===== src/cst_pkg.sv =====
// package: shared constants and types for the slot completion tracker
package cst_pkg;

    localparam int unsigned SLOTS_DEFAULT       = 8;
    localparam int unsigned TABLE_BYTES_DEFAULT = 256;
    localparam int unsigned CFG_INDEX_W         = 2;
    localparam int unsigned CFG_DATA_W          = 64;

    typedef enum logic [1:0] {
        ACT_SUBMIT = 2'd0,
        ACT_POLL   = 2'd1,
        ACT_STOP   = 2'd2,
        ACT_SET    = 2'd3
    } action_t;

    typedef enum logic [1:0] {
        REG_BASE  = 2'd0,
        REG_READY = 2'd1,
        REG_UNAV  = 2'd2
    } reg_index_t;

endpackage


===== src/config_slot_completion_tracker.sv =====
// top level: slot completion tracker with a slot stamp memory and a sequencer
//
// Usage:
//   An input transaction is taken at a rising edge with start high and busy low.
//   The action field selects submit, poll, stop or set applied stamp.
//   Each transaction yields exactly one result, shown for one cycle with
//   result_valid high; the receiver cannot stall and must take it then.
//   Configuration registers (base address, ready marker, unavailable marker)
//   are to be written over the cfg channel (cfg_valid/cfg_ready, cfg_index,
//   cfg_data) only while the block is idle; the block does not enforce this,
//   as cfg_ready is always high. Slot stamps live in a one-port synchronous
//   memory with registered reads. A poll with done set on an active window
//   searches from the window start, then may free slots 0..end; a stop frees
//   every slot. Every operation ends with a sweep of all slots to find the
//   lowest free one. busy drops in the result cycle, so a new transaction is
//   accepted only after the previous one has finished.
//   After reset a clearing pass writes the ready marker to every slot while
//   busy is high.
module config_slot_completion_tracker #(
    parameter int unsigned SLOTS       = cst_pkg::SLOTS_DEFAULT,
    parameter int unsigned TABLE_BYTES = cst_pkg::TABLE_BYTES_DEFAULT
) (
    input  logic                             clk,
    input  logic                             rst_n,
    input  logic                             start,
    output logic                             busy,
    input  logic [1:0]                       action,
    input  logic [2:0]                       slot_index,
    input  logic [63:0]                      stamp_value,
    input  logic                             channel_done,
    input  logic [63:0]                      observed_stamp,
    input  logic                             cfg_valid,
    output logic                             cfg_ready,
    input  logic [cst_pkg::CFG_INDEX_W-1:0]  cfg_index,
    input  logic [cst_pkg::CFG_DATA_W-1:0]   cfg_data,
    output logic                             result_valid,
    output logic [63:0]                      last_applied_stamp,
    output logic                             engine_active,
    output logic [2:0]                       window_start_slot,
    output logic [2:0]                       window_end_slot,
    output logic [31:0]                      window_start_address,
    output logic [31:0]                      window_end_address,
    output logic                             window_rearmed,
    output logic                             lost_track,
    output logic                             pending_at_poll,
    output logic [2:0]                       free_slot,
    output logic                             free_slot_found
);
    import cst_pkg::*;

    localparam int unsigned SW = (SLOTS > 1) ? $clog2(SLOTS) : 1;
    localparam int unsigned CW = SW + 1;
    localparam logic [CW-1:0] LAST = CW'(SLOTS - 1);

    typedef enum logic [7:0] {
        ST_CLEAR  = 8'b00000001,
        ST_IDLE   = 8'b00000010,
        ST_SEARCH = 8'b00000100,
        ST_SCHK   = 8'b00001000,
        ST_FREE   = 8'b00010000,
        ST_SCAN   = 8'b00100000,
        ST_SCHKF  = 8'b01000000,
        ST_OUT    = 8'b10000000
    } state_t;

    logic [63:0] mem [SLOTS];
    logic [63:0] rdata_reg;
    logic        mem_we;
    logic [SW-1:0] mem_addr;
    logic [63:0] mem_wdata;

    state_t state_reg, state_next;
    logic [CW-1:0] idx_reg, idx_next;
    logic [31:0] base_reg;
    logic [63:0] ready_reg, unav_reg;
    logic        active_reg, active_next;
    logic [SW-1:0] start_reg, start_next, end_reg, end_next;
    logic [63:0] applied_reg, applied_next;
    logic [63:0] obs_reg;
    logic        found_reg, found_next;
    logic [SW-1:0] last_reg, last_next;
    logic        rearm_reg, rearm_next, lost_reg, lost_next, pend_reg, pend_next;
    logic        ffound_reg, ffound_next;
    logic [SW-1:0] fidx_reg, fidx_next;
    logic        rv_reg;

    assign cfg_ready = 1'b1;
    assign busy = (state_reg != ST_IDLE);

    always_ff @(posedge clk)
    begin
        if (mem_we)
            mem[mem_addr] <= mem_wdata;
        rdata_reg <= mem[mem_addr];
    end

    always_ff @(posedge clk or negedge rst_n)
    begin
        if (!rst_n)
        begin
            base_reg  <= '0;
            ready_reg <= '0;
            unav_reg  <= 64'd1;
        end
        else if (cfg_valid && cfg_ready)
        begin
            unique case (cfg_index)
                REG_BASE:  base_reg  <= cfg_data[31:0];
                REG_READY: ready_reg <= cfg_data;
                REG_UNAV:  unav_reg  <= cfg_data;
                default:   ;
            endcase
        end
    end

    always_comb
    begin
        state_next   = state_reg;
        idx_next     = idx_reg;
        active_next  = active_reg;
        start_next   = start_reg;
        end_next     = end_reg;
        applied_next = applied_reg;
        found_next   = found_reg;
        last_next    = last_reg;
        rearm_next   = rearm_reg;
        lost_next    = lost_reg;
        pend_next    = pend_reg;
        ffound_next  = ffound_reg;
        fidx_next    = fidx_reg;
        mem_we       = 1'b0;
        mem_addr     = idx_reg[SW-1:0];
        mem_wdata    = ready_reg;
        unique case (state_reg)
            ST_CLEAR:
            begin
                mem_we   = 1'b1;
                idx_next = idx_reg + 1'b1;
                if (idx_reg == LAST)
                    state_next = ST_IDLE;
            end
            ST_IDLE:
            begin
                rearm_next  = 1'b0;
                lost_next   = 1'b0;
                pend_next   = 1'b0;
                ffound_next = 1'b0;
                fidx_next   = '0;
                idx_next    = '0;
                if (start)
                begin
                    state_next = ST_SCAN;
                    unique case (action_t'(action))
                        ACT_SUBMIT:
                        begin
                            if (32'(slot_index) < SLOTS)
                            begin
                                mem_we    = 1'b1;
                                mem_addr  = SW'(slot_index);
                                mem_wdata = stamp_value;
                                end_next  = SW'(slot_index);
                                if (!active_reg)
                                begin
                                    start_next  = SW'(slot_index);
                                    active_next = 1'b1;
                                    rearm_next  = 1'b1;
                                end
                            end
                        end
                        ACT_POLL:
                        begin
                            if (active_reg && !channel_done)
                                pend_next = 1'b1;
                            else if (active_reg)
                            begin
                                found_next = 1'b0;
                                idx_next   = CW'(start_reg);
                                state_next = ST_SEARCH;
                            end
                        end
                        ACT_STOP:
                        begin
                            active_next = 1'b0;
                            idx_next    = '0;
                            last_next   = SW'(LAST);
                            state_next  = ST_FREE;
                        end
                        ACT_SET: applied_next = stamp_value;
                        default: ;
                    endcase
                end
            end
            ST_SEARCH:
            begin
                mem_addr   = idx_reg[SW-1:0];
                state_next = ST_SCHK;
            end
            ST_SCHK:
            begin
                mem_we    = 1'b1;
                mem_wdata = unav_reg;
                if (rdata_reg == obs_reg)
                begin
                    found_next   = 1'b1;
                    last_next    = idx_reg[SW-1:0];
                    applied_next = rdata_reg;
                end
                if (rdata_reg == obs_reg || idx_reg == LAST)
                begin
                    idx_next = '0;
                    if (rdata_reg == obs_reg && idx_reg[SW-1:0] != end_reg)
                    begin
                        start_next  = (idx_reg == LAST) ? '0 : SW'(idx_reg + 1'b1);
                        active_next = 1'b1;
                        rearm_next  = 1'b1;
                        state_next  = ST_SCAN;
                    end
                    else
                    begin
                        if (rdata_reg != obs_reg)
                            lost_next = 1'b1;
                        last_next   = end_reg;
                        active_next = 1'b0;
                        state_next  = ST_FREE;
                    end
                end
                else
                begin
                    idx_next   = idx_reg + 1'b1;
                    state_next = ST_SEARCH;
                end
            end
            ST_FREE:
            begin
                mem_we   = 1'b1;
                idx_next = idx_reg + 1'b1;
                if (idx_reg[SW-1:0] == last_reg)
                begin
                    idx_next   = '0;
                    state_next = ST_SCAN;
                end
            end
            ST_SCAN:
            begin
                state_next = ST_SCHKF;
            end
            ST_SCHKF:
            begin
                if (!ffound_reg && rdata_reg == ready_reg)
                begin
                    ffound_next = 1'b1;
                    fidx_next   = idx_reg[SW-1:0];
                end
                if (idx_reg == LAST)
                    state_next = ST_OUT;
                else
                begin
                    idx_next   = idx_reg + 1'b1;
                    state_next = ST_SCAN;
                end
            end
            ST_OUT:
            begin
                state_next = ST_IDLE;
            end
            default: state_next = ST_IDLE;
        endcase
    end

    always_ff @(posedge clk or negedge rst_n)
    begin
        if (!rst_n)
        begin
            state_reg   <= ST_CLEAR;
            idx_reg     <= '0;
            active_reg  <= 1'b0;
            start_reg   <= '0;
            end_reg     <= '0;
            applied_reg <= '0;
            found_reg   <= 1'b0;
            last_reg    <= '0;
            rearm_reg   <= 1'b0;
            lost_reg    <= 1'b0;
            pend_reg    <= 1'b0;
            ffound_reg  <= 1'b0;
            fidx_reg    <= '0;
            rv_reg      <= 1'b0;
        end
        else
        begin
            state_reg   <= state_next;
            idx_reg     <= idx_next;
            active_reg  <= active_next;
            start_reg   <= start_next;
            end_reg     <= end_next;
            applied_reg <= applied_next;
            found_reg   <= found_next;
            last_reg    <= last_next;
            rearm_reg   <= rearm_next;
            lost_reg    <= lost_next;
            pend_reg    <= pend_next;
            ffound_reg  <= ffound_next;
            fidx_reg    <= fidx_next;
            rv_reg      <= (state_reg == ST_OUT);
        end
    end

    always_ff @(posedge clk)
    begin
        if (state_reg == ST_IDLE && start)
            obs_reg <= observed_stamp;
    end

    // result register
    logic [31:0] sa_addr, ea_addr;
    assign sa_addr = base_reg + 32'(64'(start_reg) * 64'(TABLE_BYTES));
    assign ea_addr = base_reg + 32'(64'(end_reg) * 64'(TABLE_BYTES)) + 32'(TABLE_BYTES - 4);

    always_ff @(posedge clk)
    begin
        if (state_reg == ST_OUT)
        begin
            last_applied_stamp   <= applied_reg;
            engine_active        <= active_reg;
            window_start_slot    <= active_reg ? 3'(start_reg) : 3'd0;
            window_end_slot      <= active_reg ? 3'(end_reg) : 3'd0;
            window_start_address <= active_reg ? sa_addr : 32'd0;
            window_end_address   <= active_reg ? ea_addr : 32'd0;
            window_rearmed       <= rearm_reg;
            lost_track           <= lost_reg;
            pending_at_poll      <= pend_reg;
            free_slot            <= 3'(fidx_reg);
            free_slot_found      <= ffound_reg;
        end
    end
    assign result_valid = rv_reg;

`ifndef ASSERT_OFF
    a_result_after_out: assert property (@(posedge clk) disable iff (!rst_n)
        (state_reg == ST_OUT) |=> result_valid)
        else $error("result strobe missing");
    a_busy_result: assert property (@(posedge clk) disable iff (!rst_n)
        result_valid |-> !$past(start && !busy))
        else $error("result overlaps acceptance");
    a_flags_excl: assert property (@(posedge clk) disable iff (!rst_n)
        result_valid |-> !(pending_at_poll && (lost_track || window_rearmed)))
        else $error("pending with other flags");
    a_lost_idle: assert property (@(posedge clk) disable iff (!rst_n)
        (result_valid && lost_track) |-> !engine_active)
        else $error("lost track while active");
`endif

endmodule


===== config.mk =====
export PLATFORM = sky130hd
export DESIGN_NAME = config_slot_completion_tracker
export DESIGN_NICKNAME = d
export VERILOG_FILES = /design/src/cst_pkg.sv /design/src/config_slot_completion_tracker.sv
export SDC_FILE = /design/constraint.sdc
export NUM_CORES = 1
export LEC_CHECK = 0
export ABC_CLOCK_PERIOD_IN_PS = 11400
export BUFFER_PORTS_ARGS = -buffer_cell sky130_fd_sc_hd__clkbuf_2
export CELL_PAD_IN_SITES_DETAIL_PLACEMENT = 2
export CELL_PAD_IN_SITES_GLOBAL_PLACEMENT = 2
export CORE_ASPECT_RATIO = 0.8
export CORE_MARGIN = 4
export CORE_UTILIZATION = 45
export CTS_CLUSTER_DIAMETER = 50
export CTS_CLUSTER_SIZE = 40
export DETAILED_ROUTE_END_ITERATION = 6
export PLACE_DENSITY_LB_ADDON = 0.1
export SETUP_SLACK_MARGIN = 0.15
export SYNTH_ARGS = -nofsm -noshare
export SYNTH_HDL_FRONTEND = slang
export SYNTH_SLANG_ARGS = --single-unit

===== constraint.sdc =====
create_clock -name clk -period 11.4 [get_ports clk]
set_clock_uncertainty 0.05 [all_clocks]
set_input_delay 1.14 -clock clk [delete_from_list [all_inputs] [get_ports clk]]
set_output_delay 1.14 -clock clk [all_outputs]
set_load 0.005 [all_outputs]

# After elaboration in Yosys (flattened, before gate mapping)
# Memory sizes are Yosys's and may differ from the RTL's. A register that Yosys moved wholly into a read port is not among the register bits.
# Index checks and enable logic that the tools add are counted.
# word_totals
n_memories,1
mem_bits_rw,512
register_bits,460
# memory_table
name,depth,word_bits,read_ports,rd_ports_with_merged_regs,wr,line,source
mem,8,64,1,1,1,config_slot_completion_tracker.sv:66,logic [63:0] mem [SLOTS];
# op_classes
n_eq_ne,35
add_sub_neg,4
mux,68
n_reduce_logical,26
# op_table
operator,count
2-to-1 mux 64 bit,5
case mux 64 bit (2 select lines),2
== test 64 bit,2
adder 32 x 11 -> 32 bit,2
!= test 64 bit,1
2-to-1 mux 3 bit,19
case mux 8 bit (7 select lines),1
2-to-1 mux 8 bit,5
adder 32 x 8 -> 32 bit (second input constant),1
!= test 2 bit (second input constant),11
case mux 4 bit (5 select lines),1
2-to-1 mux 1 bit,19
2-to-1 mux 6 bit,3
case mux 3 bit (2 select lines),3
2-to-1 mux 4 bit,3
case mux 1 bit (2 select lines),6
case mux 6 bit (2 select lines),1
AND reduction 3 bit,4
AND reduction 4 bit,3
AND reduction 2 bit,5
== test 8 x 1 -> 1 bit (second input constant),1
== test 8 x 2 -> 1 bit (second input constant),1
== test 8 x 3 -> 1 bit (second input constant),1
== test 8 x 4 -> 1 bit (second input constant),1
21 further kinds,32

# Depth between registers and ports, before layout
# Gate-level depths: netlist of run 1.
# logic_depth
depth_word,6
mapped_depth,12

# Least setup slack after synthesis of run 1
# Ideal clock, no wire load.
# synth_path
path_type,input to register
from,input port action[0]
to,memory mem[0][0] (enable)
cell_stages,9
n_path_buf,2
arrival_ns,5.312
path_slack_ns,5.552
setup_ns,0.486
path_cell_list,inv_1 -> ha_1 -> nand2_1 -> nor2_8 -> mux2i_1 -> buf_2 -> clkbuf_1 -> nand2_1 -> nor2_1
# synth_via
elab_chain_cells,6
elab_cells_between_ends,9
classes_between,mux: 8; reduce/logical: 1
# synth_lines
item,line,source
start: declaration,config_slot_completion_tracker.sv:27,"input logic [1:0] action,"
zero test 2 bit *,config_slot_completion_tracker.sv:153,unique case (action_t'(action))
2-to-1 mux 1 bit,config_slot_completion_tracker.sv:153,
2-to-1 mux 1 bit,config_slot_completion_tracker.sv:150,if (start)
case mux 1 bit (2 select lines),config_slot_completion_tracker.sv:134,unique case (state_reg)
2-to-1 mux 1 bit,config_slot_completion_tracker.sv:92,if (mem_we)
2-to-1 mux 1 bit (not written as such),config_slot_completion_tracker.sv:93,mem[mem_addr] <= mem_wdata;
end: declaration,config_slot_completion_tracker.sv:66,
# Mark *: on every way between the ends. The rest lies on a longest branch, timed or not.

# Final worst setup path of run 1
# layout_path
from,register state_reg[2]
to,memory mem[6][48] (enable)
# layout_via
elab_chain_cells,5
elab_cells_between_ends,9
classes_between,eq/ne: 4; mux: 4; reduce/logical: 1
# layout_lines
item,line,source
start: declaration,config_slot_completion_tracker.sv:72,"state_t state_reg, state_next;"
start signal: assignment,config_slot_completion_tracker.sv:291,state_reg <= state_next;
"== test 8 x 5 -> 1 bit, or another cell as far along",config_slot_completion_tracker.sv:134,
OR reduction 3 bit (no source line),-,
case mux 1 bit (2 select lines),config_slot_completion_tracker.sv:134,
2-to-1 mux 1 bit,config_slot_completion_tracker.sv:92,
2-to-1 mux 1 bit (not written as such),config_slot_completion_tracker.sv:93,
# Parallel ways exist; a longest one is shown, timed or not.

==> reports/results.tsv, run 1 <==
metric	value	unit
layout-drive-gt1-share	0.228	
post-route-util	0.530	
worst_slew_pin_slew	1.27	ns
cts.root.buffer_cell	clkbuf_16	
timing.rr.start	state_reg[2]	
async_flop_share	0.246	
dpl.hpwl	103	mm
worstSetupEndpointType	flop	
max_freq	157	MHz
hold_depth	0	
die_height	280	um
cap_violations	0	
finalHoldViolations	0	
synth.most_common_cell	nand2_1	
cpLargestDelayFamily	simple AND/OR/NAND/NOR gates	
clock_path_buffers	3	
grt_max_degree	106	
hold_class	reg -> reg	
path_clk_slew	0.06	ns
first_pass_iters	5	
final_area	0.0484	sq mm
power_density	252	mW/mm^2
top_register	mem	
syn-instance-count	3239	
initial_utilization	0.455	
yosysTopAreaCellShare	0.517	
synth-edff-count	716	
synthesis.nets	3456	
grt_pass1_wl	228	mm
gp_congestion	0.877	
seq_area	0.0291	sq mm
run_status	completed	
critPathSlowestCell	nor2_4	
vdd_drop_max	0.000153	V
path_max_fanout	84	
antenna_found_initial	26	
largest_reg_flops	512	
dieWidth	348	um
drv_slew	0	
crit_top_cell	buf_4	
antenna_left	0	
yosys.area.top_type	edfxtp_1	
synth-seq-cells	1034	
placed_area	0.0446	sq mm
dieArea	0.0974	sq mm
cts_sinks	1034	
insertion_delay	0.69	ns
synth_flop_cell	edfxtp_1	
seq_area_frac_synth	0.700	
multi_input_area	0.0118	sq mm
grt_usage	0.322	
fill_cells	8671	
cts_made_buffers	104	
yosysUniqueCellTypes	65	
cp.depth	10	
worstSetupEndpoint	mem[6][48]	
synth_area_per_cell	12.8	sq um
slew-limit-headroom	0.137	
routed_wirelength	159	mm
final-setup-viol-count	0	
drtIter0Drc	2707	
ctsHtreeMaxLevel	3	
post-route-drc-count	0	
port_buffers	347	
cp_data_arrival_time	6.62	ns
synthTopCellsByCount	862 x nand2_1, 716 x edfxtp_1, 270 x a21oi_1	
post_cts_resized	0	
synth.area.top_cells	edfxtp_1 52%, dfrtp_1 15%, nand2_1 7.8%	
finalCritPeriodShare	0.560	
worst_r2r_endpoint	mem[6][48]	
crit_path_start_kind	flop	
rsz0062_at_grt	false	
grt_pass1_vias	32200	
area_growth_syn_to_layout	16.3	%
fin_nets	3776	
pin_count	349	
leakage	18.7	nW
critical_path.cell_chain	nor4_4 > and4b_1 > inv_2 > nor2_8 > buf_4 > mux2i_4 > buf_4 > nand2_1 > nor2_4 > buf_4	
ys_warn_count	0	
r2r_slack	5.02	ns
crit_buf_inv	4	
viasPerCell	5.94	
worstPathRequired	11.64	ns
vias	29000	
cp-startpoint	state_reg[2]	
cpPeakStageDelay	0.93	ns
grt-ovfl-total	0	
finalSetupTns	0	ns
row_count	99	
cts_tree	done	
wl_per_cell	32.6	um
cts-hold-fix-buffers	0	
rr_worst_depth	10	
coreArea	0.0914	sq mm
synth_area	0.0416	sq mm
fin_crit	6.38	ns
criticalPathCategory	reg -> reg	
post_cts_buffers	0	
==> power by group <==
| group | switching [mW] | total, mW | internal (mW) |
|---|---|---|---|
| Clock | 1.71 | 3.76 | 2.05 |
| Combinational | 2.12 | 3.09 | 0.973 |
| Sequential | 0.588 | 5.36 | 4.77 |
| Total | 4.42 | 12.2 | 7.79 |
==> how the worst min path moves through the flow <==
| stage | start | end | slack [ns] |
|---|---|---|---|
| 2_1_floorplan | applied_reg[0] | last_applied_stamp[0] | 0.37 |
| 3_3_place_gp | applied_reg[29] | last_applied_stamp[29] | 0.38 |
| 3_5_place_dp | applied_reg[58] | last_applied_stamp[58] | 0.38 |
| 4_1_cts | applied_reg[58] | last_applied_stamp[58] | 0.40 |
| 5_1_grt | applied_reg[17] | last_applied_stamp[17] | 0.40 |
| 6_report | applied_reg[58] | last_applied_stamp[58] | 0.39 |
==> through the flow <==
stage	total power, mW	setup WS (ns)	hold slack (ns)	std cells
2_1_floorplan	6.95	5.55	0.369	3239
3_5_place_dp	8.39	5.17	0.382	4665
4_1_cts	12.2	5.11	0.395	4863
5_1_grt	12.7	4.71	0.403	4874
3_3_place_gp	8.14	5.37	0.376	4665
6_report	12.2	5.02	0.394	4880
==> logic make-up after synthesis <==
group                    count (synthesis)  synth area share
AND/OR/NAND/NOR                       1160             0.120
multiplexers                           234            0.0631
adder cells (fa/ha/maj)                 13           0.00409
buffers and inverters                  215            0.0210
XOR/XNOR                               155            0.0326
AO/OA/AOI/OAI                          427            0.0591
flip-flops                            1034             0.700
other                                    1         0.0000901
==> cell usage in the layout, fill, tap and decap left out, drive strengths merged, types with 8 or more instances in the layout <==
cell / instances
mux2i: 8
a22oi: 65
bufinv: 8
nor3: 11
nor4: 21
dfrtp: 252
xnor2: 98
xor2: 57
buf: 40
diode: 17
dfxtp: 64
nand4: 28
mux2: 226
nand2: 862
a21oi: 270
and2: 13
o21ai: 35
o22ai: 11
clkinv: 23
edfxtp: 716
clkbuf: 467
inv: 87
or3: 10
ha: 12
nand3: 13
or4: 65
and3: 14
nor2: 96
==> layout make-up <==
type                       count  area share
inverter                      43     0.00336
tap                         1212      0.0313
clock inverter                77      0.0190
sequential                  1034       0.602
clock buffer                 121      0.0584
antenna                       17    0.000879
timing repair buffer         386      0.0421
multi-input combinational   1990       0.243
==> per-layer routing <==
| layer | track usage | routed length [um] | vias up |
|---|---|---|---|
| met3 | 0.0664 | 12000 | 302 |
| met1 | 0.415 | 63500 | 15300 |
| met5 | 0 | 44 | - |
| met4 | 0.142 | 6960 | 6 |
| li1 | - | - | 12200 |
| met2 | 0.533 | 76300 | 1183 |
Power figures use the tool's default switching activity.
==> run 2, diff against run 1 <==
- ABC_CLOCK_PERIOD_IN_PS: 11400 -> 6100
- CORE_UTILIZATION: 45 -> 41
- clock period: 11.4 -> 6.1 ns (I/O delays scaled with it)
==> reports/results.tsv, run 2 (synthesized netlist as in run 1, its figures left out) <==
metric	value	unit
run_status	completed	
cpPeakStageDelay	0.72	ns
finalHoldViolations	0	
grt_usage	0.288	
pin_count	349	
clock_path_buffers	3	
largest_reg_flops	512	
drtIter0Drc	2548	
grt_pass1_vias	31800	
worst_slew_pin_slew	1.28	ns
path_clk_slew	0.07	ns
critPathSlowestCell	mux2_8	
crit_buf_inv	2	
grt_max_degree	197	
hold_class	in -> reg	
row_count	104	
grt-ovfl-total	0	
seq_area	0.0291	sq mm
cts.root.buffer_cell	clkbuf_16	
final_area	0.0493	sq mm
cts_tree	done	
p_int	14.4	mW
grt_pass1_wl	225	mm
fill_cells	9633	
rsz0062_at_grt	false	
vias	28800	
routed_wirelength	155	mm
power_density	458	mW/mm^2
p_total	22.6	mW
finalCritPeriodShare	0.763	
fin_crit	4.66	ns
initial_utilization	0.414	
gp_congestion	0.884	
final-setup-viol-count	0	
max_freq	215	MHz
crit_path_start_kind	flop	
vdd_drop_max	0.000261	V
post-route-drc-count	0	
insertion_delay	0.73	ns
area_growth_syn_to_layout	18.5	%
post_cts_buffers	0	
worstPathRequired	6.39	ns
cap_violations	0	
coreArea	0.101	sq mm
comb_power_share	0.252	
post_cts_resized	0	
port_buffers	347	
multi_input_area	0.0118	sq mm
path_max_fanout	113	
slew-limit-headroom	0.145	
pwr-share-clk	0.308	
worstSetupEndpointType	flop	
viasPerCell	5.70	
layout-drive-gt1-share	0.227	
pwr-share-seq	0.440	
ctsHtreeMaxLevel	3	
leakage	19.1	nW
cts-hold-fix-buffers	62	
first_pass_iters	5	
wl_per_cell	30.7	um
sw_frac_of_total	0.362	
drv_slew	0	
dieArea	0.107	sq mm
cts_made_buffers	105	
finalSetupTns	0	ns
antenna_found_initial	6	
critical_path.cell_chain	nor4_4 > and4b_1 > inv_2 > nor2_8 > mux2_8 > nand2_1 > nor2_4 > buf_4	
switching_power	8.18	mW
antenna_left	0	
final_common_cell	nand2_1	
top_register	mem	
cp_data_arrival_time	4.95	ns
cpLargestDelayFamily	simple AND/OR/NAND/NOR gates	
criticalPathCategory	reg -> reg	
hold_slack	0.0679	ns
layout_common_cells	861 x nand2_1, 716 x edfxtp_1, 346 x clkbuf_2, 270 x a21oi_1, 252 x dfrtp_1	
cts_sinks	1034	
fin_nets	3847	
dpl.hpwl	102	mm
die_height	293	um
placed_area	0.0449	sq mm
dieWidth	364	um
==> run 2: final timing paths <==
path                            slack [ns]  cells past startpoint                from               endpoint
max in group asynchronous             4.41                      3               rst_n         applied_reg[8]
worst min-delay path                  0.07                      1  observed_stamp[61]            obs_reg[61]
min in group asynchronous             0.44                      2               rst_n           result_valid
worst max register to register        1.44                      8        state_reg[2]              mem[3][1]
worst max-delay path                  1.44                      8        state_reg[2]              mem[3][1]
worst min register to register        0.39                      0      applied_reg[2]  last_applied_stamp[2]
==> run 2: power groups by stage <==
stage / Sequential [mW] / Combinational, mW / Clock [mW]
floorplan: 9.51 / 3.47 / 0
global placement: 10.0 / 5.28 / 0
detailed placement: 10.1 / 5.59 / 0
CTS: 9.93 / 5.68 / 7.05
global route: 10.0 / 6.13 / 7.38
finish: 9.94 / 5.68 / 6.95
==> run 2: routing by layer <==
layer | GRT usage | vias to the layer above | wire, um
li1 | - | 12300 | -
met1 | 0.389 | 15500 | 66900
met2 | 0.488 | 776 | 76400
met3 | 0.0421 | 194 | 7410
met4 | 0.0808 | 0 | 4310
met5 | 0 | - | 0
==> run 2: stage by stage <==
step / utilization / worst slack [ns] / std cells
6_report: 0.490 / 1.44 / 5051
5_1_grt: 0.490 / 1.19 / 5049
2_1_floorplan: - / 0.590 / 3239
4_1_cts: 0.490 / 1.48 / 5048
3_5_place_dp: 0.447 / 1.53 / 4786
3_3_place_gp: 0.447 / 1.70 / 4786
==> run 2: layout make-up <==
class	instances	area share
clock inverter	85	0.0203
clock buffer	115	0.0557
tap	1325	0.0336
sequential	1034	0.591
multi-input combinational	1990	0.238
timing repair buffer	456	0.0577
antenna	3	0.000152
inverter	43	0.00330
==> run 3, diff against run 2 <==
- ABC_AREA: not set -> 1
- ABC_CLOCK_PERIOD_IN_PS: 6100 -> 3760
- CORE_UTILIZATION: 41 -> 34
- clock period: 6.1 -> 3.76 ns (I/O delays scaled with it)
==> reports/results.tsv, run 3 <==
metric	value	unit
cp_data_arrival_time	4.04	ns
synth.area.top_cells	edfxtp_1 48%, nand2_1 19%, dfrtp_1 14%	
syn-instance-count	4687	
wl_per_cell	26.4	um
max_freq	289	MHz
post-route-util	0.424	
final_common_cell	nand2_1	
die_height	331	um
path_max_fanout	38	
pin_count	349	
post_cts_buffers	0	
seq_area_frac_synth	0.656	
synth-compound-area-share	0.0563	
slew-limit-headroom	0.136	
leakage	24.1	nW
worstPathRequired	4.34	ns
post-route-drc-count	0	
cts_made_buffers	131	
finalCritPeriodShare	0.920	
drv_slew	0	
synth_fa_ha_area_frac	0.00383	
synth_flop_cell	edfxtp_1	
cpPeakStageDelay	0.46	ns
port_buffers	347	
worstSetupEndpointType	flop	
synth_mux_area_frac	0	
synth-seq-cells	1034	
setup_ws	0.299	ns
power_density	827	mW/mm^2
antenna_found_initial	10	
crit_buf_inv	2	
hold_slack	0.0400	ns
worst_slew_pin_slew	1.29	ns
fill_cells	13800	
vias	36400	
run_status	completed	
yosysUniqueCellTypes	44	
synth-xor-area-share	0.00710	
finalHoldViolations	0	
viasPerCell	5.14	
grt_pass1_wl	270	mm
async_flop_share	0.246	
dieArea	0.136	sq mm
dieWidth	412	um
synth_area_per_cell	9.47	sq um
fin_crit	3.46	ns
insertion_delay	0.78	ns
initial_utilization	0.343	
largest_reg_flops	512	
synth_top_family_by_area	simple AND/OR/NAND/NOR gates	
synth.most_common_cell	nand2_1	
layout-drive-gt1-share	0.135	
final-setup-viol-count	0	
cts.root.buffer_cell	clkbuf_16	
cts_sinks	1034	
grt_usage	0.271	
area_growth_syn_to_layout	23.6	%
synthTopCellsByCount	2219 x nand2_1, 716 x edfxtp_1, 323 x inv_1	
crit_path_start_kind	flop	
top_register	mem	
crit_top_cell	nand2_1	
grt_pass1_vias	38900	
cap_violations	0	
p_total	45.4	mW
critical_path.cell_chain	inv_1 > nand2_1 > nand2_1 > nor2_1 > nand2_1 > nor2_2 > nand2_1 > nor2_1 > nand2_2 > nand2_1 > nand2_4 > buf_12 > nand2_1 > o21ai_1	
yosysTopAreaCellShare	0.484	
ys_warn_count	0	
critPathSlowestCell	dfxtp_1	
cts_tree	done	
synth-edff-count	716	
synth_area	0.0444	sq mm
hold_class	in -> reg	
routed_wirelength	187	mm
cpLargestDelayFamily	simple AND/OR/NAND/NOR gates	
row_count	118	
place_ws	0.291	ns
vdd_drop_max	0.000626	V
grt-ovfl-total	0	
grt_max_degree	111	
synthesis.nets	4904	
ctsHtreeMaxLevel	4	
criticalPathCategory	reg -> reg	
gp_congestion	0.904	
clock_path_buffers	3	
yosys.area.top_type	edfxtp_1	
antenna_left	0	
rsz0062_at_grt	false	
coreArea	0.129	sq mm
dpl.hpwl	127	mm
drtIter0Drc	2823	
first_pass_iters	5	
path_clk_slew	0.07	ns
fin_nets	5453	
layout_common_cells	2215 x nand2_1, 716 x edfxtp_1, 346 x clkbuf_2, 320 x inv_1, 308 x o21ai_0	
yosys.area_share.simple	0.226	
## run 3: cell types whose count changed after synthesis, sizes merged, moves of 35 or more
cell	previous run	this run
nand3	13	84
buf	54	117
clkbuf	118	83
nor2	96	189
mux2	226	0
xnor2	98	12
nand2	862	2222
inv	43	346
a22oi	65	0
or4	65	0
o21ai	35	364
a21oi	270	55
## run 3: what timing repair did
| item | in CTS | in global routing |
|---|---|---|
| resized for setup | 0 | 3 |
| hold endpoints to repair | 339 | 0 |
| hold buffers | 181 | 0 |
| setup endpoints to repair | 0 | 36 |
## run 3: final timing paths
| kind | start | end | slack [ns] | cells past startpoint |
|---|---|---|---|---|
| min reg2reg | applied_reg[21] | last_applied_stamp[21] | 0.40 | 0 |
| max reg2reg | rdata_reg[35] | applied_reg[57] | 0.30 | 14 |
| min in group asynchronous | rst_n | result_valid | 0.10 | 2 |
| max | rdata_reg[35] | applied_reg[57] | 0.30 | 14 |
| min | stamp_value[21] | applied_reg[21] | 0.04 | 3 |
| max in group asynchronous | rst_n | unav_reg[46] | 2.54 | 3 |
## run 3: power breakdown
| group | switching (mW) | internal, mW |
|---|---|---|
| clock network | 5.50 | 7.69 |
| registers | 1.64 | 14.7 |
| logic | 11.7 | 4.14 |
## run 3: logic make-up after synthesis
logic type / after synthesis
and+or+nand+nor: 2585
DFF: 1034
buffers and inverters: 546
AOI/OAI and AO/OA: 472
xor gates and xnor gates: 36
adders and majority gates: 13
other: 1
## run 3: cell type report
class | instances | area [sq um] | area share
Clock buffer | 158 | 3610 | 0.0658
Multi-Input combinational cell | 3107 | 13200 | 0.240
Timing Repair Buffer | 616 | 4570 | 0.0833
Sequential cell | 1034 | 29100 | 0.531
Inverter | 346 | 1310 | 0.0239
Tap cell | 1740 | 2180 | 0.0397
Antenna cell | 4 | 10.0 | 0.000182
Clock inverter | 81 | 878 | 0.0160
## run 3: layer usage
layer	vias to the layer above	wire [um]	global-route usage
li1	16300	-	-
met1	18900	83700	0.371
met2	938	89800	0.454
met3	221	9460	0.0382
met4	0	4480	0.0744
met5	-	0	0
## run 3: through the flow
step                cells  cell area [sq um]  TNS (ns)
floorplan            4687              44500   -110.22
global placement     6662              48600         0
detailed placement   6662              48600         0
CTS                  7082              54900         0
global route         7084              54900         0
finish               7086              54900         0
## run 3: tightest hold or removal path, stage by stage
cell	delay [ns]
clkbuf_2	0.17
o21ai_0	0.13
o21ai_1	0.13
